## config.mk

```make
export PLATFORM = sky130hd
export DESIGN_NAME = sorted_table_insert_delete
export DESIGN_NICKNAME = d
export VERILOG_FILES = /design/src/hdl/sti_pkg.sv /design/src/hdl/sorted_table_insert_delete.sv /design/src/hdl/sti_cell.sv
export SDC_FILE = /design/constraint.sdc
export NUM_CORES = 2
export LEC_CHECK = 0
export BUFFER_PORTS_ARGS = -buffer_cell sky130_fd_sc_hd__buf_2
export CAP_MARGIN = 10
export CORE_MARGIN = 3
export CORE_UTILIZATION = 51
export CTS_BUF_LIST = sky130_fd_sc_hd__clkbuf_8
export CTS_CLUSTER_DIAMETER = 80
export DETAILED_ROUTE_END_ITERATION = 8
export GPL_ROUTABILITY_DRIVEN = 0
export HOLD_SLACK_MARGIN = 0.05
export PLACE_DENSITY = 0.71
export SKIP_CTS_REPAIR_TIMING = 1
export SLEW_MARGIN = 30
export SYNTH_ARGS = -nofsm -noshare
export SYNTH_HDL_FRONTEND = slang
export SYNTH_SLANG_ARGS = --single-unit
```

## constraint.sdc

```tcl
create_clock -name clk -period 16.4 [get_ports clk]
set_input_delay 0.82 -clock clk [delete_from_list [all_inputs] [get_ports clk]]
set_output_delay 0.82 -clock clk [all_outputs]
set_load 0.1 [all_outputs]
```

## src/hdl/sti_pkg.sv

```systemverilog
package sti_pkg;

  localparam int CAPACITY_DEFAULT = 16;
  localparam int VALUE_W = 32;
  localparam int INDEX_W = 4;
  localparam int POS_W = 5;
  localparam int INDEX_SPAN = 1 << INDEX_W;

  typedef enum logic [1:0] {
    CMD_INSERT = 2'd0,
    CMD_DELETE = 2'd1,
    CMD_READ   = 2'd2
  } cmd_t;

  typedef enum logic [1:0] {
    ST_OK        = 2'd0,
    ST_FULL      = 2'd1,
    ST_NOT_FOUND = 2'd2,
    ST_BAD_INDEX = 2'd3
  } status_t;

  typedef struct packed {
    cmd_t                       cmd;
    logic signed [VALUE_W-1:0]  value;
    logic [INDEX_W-1:0]         index;
  } sti_in_t;

  typedef struct packed {
    status_t                    status;
    logic [POS_W-1:0]           position;
    logic signed [VALUE_W-1:0]  data;
    logic [POS_W-1:0]           fill_count;
  } sti_out_t;

  typedef struct packed {
    logic                       ins;
    logic                       del;
    logic signed [VALUE_W-1:0]  value;
  } cell_ctrl_t;

  typedef struct packed {
    logic lt;
    logic eq;
  } cell_flags_t;

endpackage

```

## src/hdl/sorted_table_insert_delete.sv

```systemverilog
// Channel   Handshake            Payload    Notes
// command   start in, busy out   command    taken when start is high and busy is low
// result    done out             result     shown for one cycle, cannot be held off
//
// Each transaction is first accepted, which raises busy; while busy is high,
// every cell compares its entry with the value and the whole row shifts at once.
// The result is shown in the cycle after that, when busy is already low again.
// Reset clears the fill count and the handshake flags; entries are not reset.
// The receiver cannot stall, so nothing holds the row back.
module sorted_table_insert_delete #(
  parameter int CAPACITY = sti_pkg::CAPACITY_DEFAULT
) (
  input  logic              clk,
  input  logic              rst,
  input  logic              start,
  input  sti_pkg::sti_in_t  command,
  output logic              busy,
  output logic              done,
  output sti_pkg::sti_out_t result
);
  import sti_pkg::*;

  localparam int CW = $clog2(CAPACITY + 1);
  localparam int CMPW = (CW > INDEX_W) ? CW : INDEX_W;

  sti_in_t                   cur;
  logic [CW-1:0]             count;
  logic [CW-1:0]             count_next;
  sti_out_t                  result_next;
  cell_ctrl_t                ctrl;
  logic                      full;
  logic                      found;
  logic [CAPACITY-1:0]       eq_vec;
  logic [CAPACITY-1:0]       slot_vec;
  logic [CAPACITY-1:0]       first_vec;
  logic [CW-1:0]             ins_pos;
  logic [CW-1:0]             del_pos;
  logic signed [VALUE_W-1:0] cell_entry [CAPACITY];
  cell_flags_t               cell_flags [CAPACITY];
  logic signed [VALUE_W-1:0] read_window [INDEX_SPAN];
  logic                      index_ok;

  assign full = (count == CW'(CAPACITY));
  assign found = |eq_vec;

  always_comb begin
    ctrl.value = cur.value;
    ctrl.ins = busy && (cur.cmd == CMD_INSERT) && !full;
    ctrl.del = busy && (cur.cmd == CMD_DELETE) && found;
  end

  genvar gi;
  generate
    for (gi = 0; gi < CAPACITY; gi++) begin : g_cell
      logic                      occ;
      logic                      p_lt;
      logic signed [VALUE_W-1:0] p_entry;
      logic signed [VALUE_W-1:0] n_entry;

      assign occ = (CW'(gi) < count);
      if (gi == 0) begin : g_first
        assign p_lt = 1'b1;
        assign p_entry = cur.value;
      end else begin : g_mid
        assign p_lt = cell_flags[gi-1].lt;
        assign p_entry = cell_entry[gi-1];
      end
      if (gi == CAPACITY - 1) begin : g_last
        assign n_entry = cell_entry[gi];
      end else begin : g_inner
        assign n_entry = cell_entry[gi+1];
      end

      sti_cell u_cell (
        .clk        (clk),
        .ctrl       (ctrl),
        .occupied   (occ),
        .prev_lt    (p_lt),
        .prev_entry (p_entry),
        .next_entry (n_entry),
        .entry      (cell_entry[gi]),
        .flags      (cell_flags[gi])
      );

      assign eq_vec[gi] = cell_flags[gi].eq;
      assign slot_vec[gi] = !p_lt ? 1'b0 : !cell_flags[gi].lt;
      if (gi == 0) begin : g_first_eq
        assign first_vec[gi] = cell_flags[gi].eq;
      end else begin : g_next_eq
        assign first_vec[gi] = cell_flags[gi].eq && !cell_flags[gi-1].eq;
      end
    end

    for (gi = 0; gi < INDEX_SPAN; gi++) begin : g_window
      if (gi < CAPACITY) begin : g_live
        assign read_window[gi] = cell_entry[gi];
      end else begin : g_dead
        assign read_window[gi] = '0;
      end
    end
  endgenerate

  always_comb begin
    ins_pos = '0;
    del_pos = '0;
    for (int i = 0; i < CAPACITY; i++) begin
      if (slot_vec[i]) begin
        ins_pos = ins_pos | CW'(i);
      end
      if (first_vec[i]) begin
        del_pos = del_pos | CW'(i);
      end
    end
  end

  assign index_ok = (CMPW'(cur.index) < CMPW'(count));

  always_comb begin
    count_next = count;
    result_next.status = ST_OK;
    result_next.position = '0;
    result_next.data = '0;
    case (cur.cmd)
      CMD_INSERT: begin
        if (full) begin
          result_next.status = ST_FULL;
        end else begin
          count_next = count + CW'(1);
          result_next.position = POS_W'(ins_pos);
        end
      end
      CMD_DELETE: begin
        if (found) begin
          count_next = count - CW'(1);
          result_next.position = POS_W'(del_pos);
        end else begin
          result_next.status = ST_NOT_FOUND;
        end
      end
      CMD_READ: begin
        result_next.position = POS_W'(cur.index);
        if (index_ok) begin
          result_next.data = read_window[cur.index];
        end else begin
          result_next.status = ST_BAD_INDEX;
        end
      end
      default: begin
      end
    endcase
    result_next.fill_count = POS_W'(count_next);
  end

  always_ff @(posedge clk) begin
    if (rst) begin
      busy <= 1'b0;
      done <= 1'b0;
      count <= '0;
    end else begin
      done <= busy;
      if (busy) begin
        busy <= 1'b0;
        count <= count_next;
      end else if (start) begin
        busy <= 1'b1;
      end
    end
  end

  always_ff @(posedge clk) begin
    if (start && !busy) begin
      cur <= command;
    end
    if (busy) begin
      result <= result_next;
    end
  end

endmodule

```

## src/hdl/sti_cell.sv

```systemverilog
module sti_cell (
  input  logic                                clk,
  input  sti_pkg::cell_ctrl_t                 ctrl,
  input  logic                                occupied,
  input  logic                                prev_lt,
  input  logic signed [sti_pkg::VALUE_W-1:0]  prev_entry,
  input  logic signed [sti_pkg::VALUE_W-1:0]  next_entry,
  output logic signed [sti_pkg::VALUE_W-1:0]  entry,
  output sti_pkg::cell_flags_t                flags
);
  import sti_pkg::*;

  assign flags.lt = occupied && (entry < ctrl.value);
  assign flags.eq = occupied && (entry == ctrl.value);

  always_ff @(posedge clk) begin
    if (ctrl.ins && !flags.lt) begin
      entry <= prev_lt ? ctrl.value : prev_entry;
    end else if (ctrl.del && !flags.lt) begin
      entry <= next_entry;
    end
  end

endmodule
```

==> impl_metrics.ini <==
[logic_synthesis]
syn_nets = 4910
synth_warnings = 0
synth-simple-area-share_pct = 13.57
synth_xor_xnor_area_share_pct = 0.07943
synth_cell_type_count = 79
avgSynthCellArea_um2 = 10.14
synth_area_um2 = 44110
synth_compound_area_share_pct = 14.98
synth-seq-cells = 600
synthAdderAreaFrac_pct = 14.69
synth_top_family_by_area = compound AO/OA/AOI/OAI gates
synth_flop_cell = edfxtp_1
synthMuxAreaShare_pct = 13.02
netlist_instances = 4351
async_flop_share_pct = 0
synth_seq_area_share_pct = 40.69
synth_edf_count = 593

[power]
clockPowerShare_pct = 37.1
switching_share_pct = 29.07
p_comb_share_pct = 13.6
p_leak_nw = 18.44
power_mw = 3.580
p_int_mw = 2.539
p_seq_share_pct = 49.3
peakVddDrop_v = 0.00005899
switchingPower_mw = 1.041
powerDensity_nw_per_um2 = 74.61

[job]
drv_cap = 0

[routing]
drt_pass1_iterations = 8
drt_iter0_drc = 4860
drc = 0
drt-total-wl_um = 142300
wire_per_inst_um = 25.47
viasPerCell = 6.590
via_count = 36830
drtAntennaViolNets = 0

[final_layout]
area_growth_pct = 8.785
mostFrequentLayoutCell = a21oi_1
final_area_um2 = 47980
drive_gt1_share_pct = 12.77
final_cell_mix = a21oi_1 (623), edfxtp_1 (593), nor2_1 (538), ha_1 (518), nand2_1 (447)
postLayoutCoreUtil_pct = 56.18
fin_nets = 4914

[clock_tree]
cts-root-buf = clkbuf_8
clock_sinks = 600
clk_pin_slew_ns = 0.06
clockBufferDepth = 3
cts_tree = yes
htreeDepth = 3
clk_latency_ns = 0.77
cts_made_buffers = 109

[die]
die_area_um2 = 90050
core_area_um2 = 85410
num_rows = 107
die-width_um = 300.1
io_pins = 87
start_util_pct = 51.64
die_y_um = 300.1

[global_route]
grt_pass1_wl_um = 213900
grtUsageTotal_pct = 31.13
overflow = 0
grt_pass1_vias = 34400
grt_max_degree = 131
antenna_found_initial = 9

[worst_setup_path]
end_kind = flip-flop
reg2reg_depth = 12
start_kind = flip-flop
r2r_slack_ns = 9.98
endpoint = g_cell[0].u_cell.entry[31]
path_class = reg -> reg
crit_start = g_cell[0].p_entry[31]
worstPathArrival_ns = 6.82
r2r_start = g_cell[0].p_entry[31]
required_ns = 16.80
path_max_fanout = 24
r2r_end = g_cell[0].u_cell.entry[31]

[place]
hpwl_um = 105000
placed_cell_area_um2 = 45880
portBuffers = 85
dp_worst_setup_slack_ns = 10.29

[sta]
slew_headroom_pct = 31.58
tns_ns = 0
tightestPinTransition_ns = 1.020
drv_slew = 0
timing.fmax_mhz = 155.7
finalHoldViolations = 0
setup_viol = 0
grt_setup_unrepaired = false
setup_ws_ns = 9.977
clock_skew_ns = 0.03678
min_period_ns = 6.423
fin_crit_sh_pct = 39.17

[outcome]
status = finished clean

[worst_hold_path]
hold_class = in -> reg
worstHoldStart = command[7]
==> cell usage after synthesis, drive strengths merged, types with 66 or more instances <==
library cell | instances | area share, %
nand2 | 447 | 3.8
a21oi | 623 | 7.1
edfxtp | 593 | 40
ha | 518 | 15
clkbuf | 197 | 1.7
a31oi | 68 | 0.96
nor2b | 66 | 0.94
buf | 67 | 0.67
o21ai | 293 | 3.3
nor2 | 562 | 4.8
mux4 | 160 | 8.2
mux2i | 170 | 3.9
nand4 | 113 | 1.6
==> sequential cells by signal (all words and copies together) (netlist names) <==
register,flops
cur,6
result,43
g_cell.u_cell.entry,512
count,5
g_cell.p_entry,32
busy,1
done,1
==> power groups by stage <==
| stage | combinational [mW] | clock (mW) | sequential [mW] |
|---|---|---|---|
| floorplan | 0.303 | 0 | 1.80 |
| global placement | 0.458 | 0 | 1.79 |
| detailed placement | 0.474 | 0 | 1.79 |
| CTS | 0.477 | 1.34 | 1.76 |
| global route | 0.530 | 1.40 | 1.77 |
| finish | 0.488 | 1.33 | 1.76 |
==> worst min path at each step <==
stage | end | cells after the start | slack [ns]
finish | g_cell[0].p_entry[3] | 1 | 0.22
global route | g_cell[0].p_entry[4] | 1 | 0.20
CTS | g_cell[0].p_entry[3] | 1 | 0.18
detailed placement | g_cell[9].u_cell.entry[0] | 2 | 0.58
global placement | g_cell[9].u_cell.entry[0] | 2 | 0.56
floorplan | g_cell[13].u_cell.entry[0] | 2 | 0.54
==> per-stage QoR <==
stage / instances / hold slack (ns)
after floorplan: 4351 / 0.5396
after detailed placement: 5383 / 0.5782
after global routing: 5587 / 0.2003
after CTS: 5579 / 0.1845
final: 5589 / 0.2229
after global placement: 5377 / 0.5575
==> final cells by class <==
cell class	count	area, µm²
sequential	600	17950
clock inverter	80	331.6
clock buffer	116	1597
timing repair buffer	157	1202
fill	7322	37430
tap	1144	1431
inverter	72	270.3
multi-input combinational	3415	25190
antenna	5	12.51
==> routing by layer <==
layer | global-route usage (%) | vias to the layer above | share of wire (%)
met2 | 45.87 | 2328 | 43
met4 | 12.13 | 4 | 4.1
met5 | 0 | - | 0.024
met3 | 8.383 | 316 | 13
li1 | - | 16570 | -
met1 | 43.79 | 17610 | 40
==> kinds of logic (layout without fill, tap and decap cells) <==
kind of cell	Yosys count	after routing
xor+xnor	4	4
other cells	1	6
buf+inv	336	425
compound gates	1175	1175
fa+ha+maj	518	518
simple gates	1349	1349
flops	600	600
mux	368	368
==> worst max-delay path: stages, from the launching register on <==
cell and delay [ns]:
edfxtp_1 0.76, clkinv_1 0.96, ha_1 0.72, nand4_1 0.18, nor4bb_1 0.74, or4b_4 0.59, nand4_2 0.15, nor4_4 0.10
a211oi_2 0.57, nand2_1 0.11, buf_4 0.30, nor2_4 0.38, buf_4 0.45
Note: power is estimated with default switching activity, not from simulation.
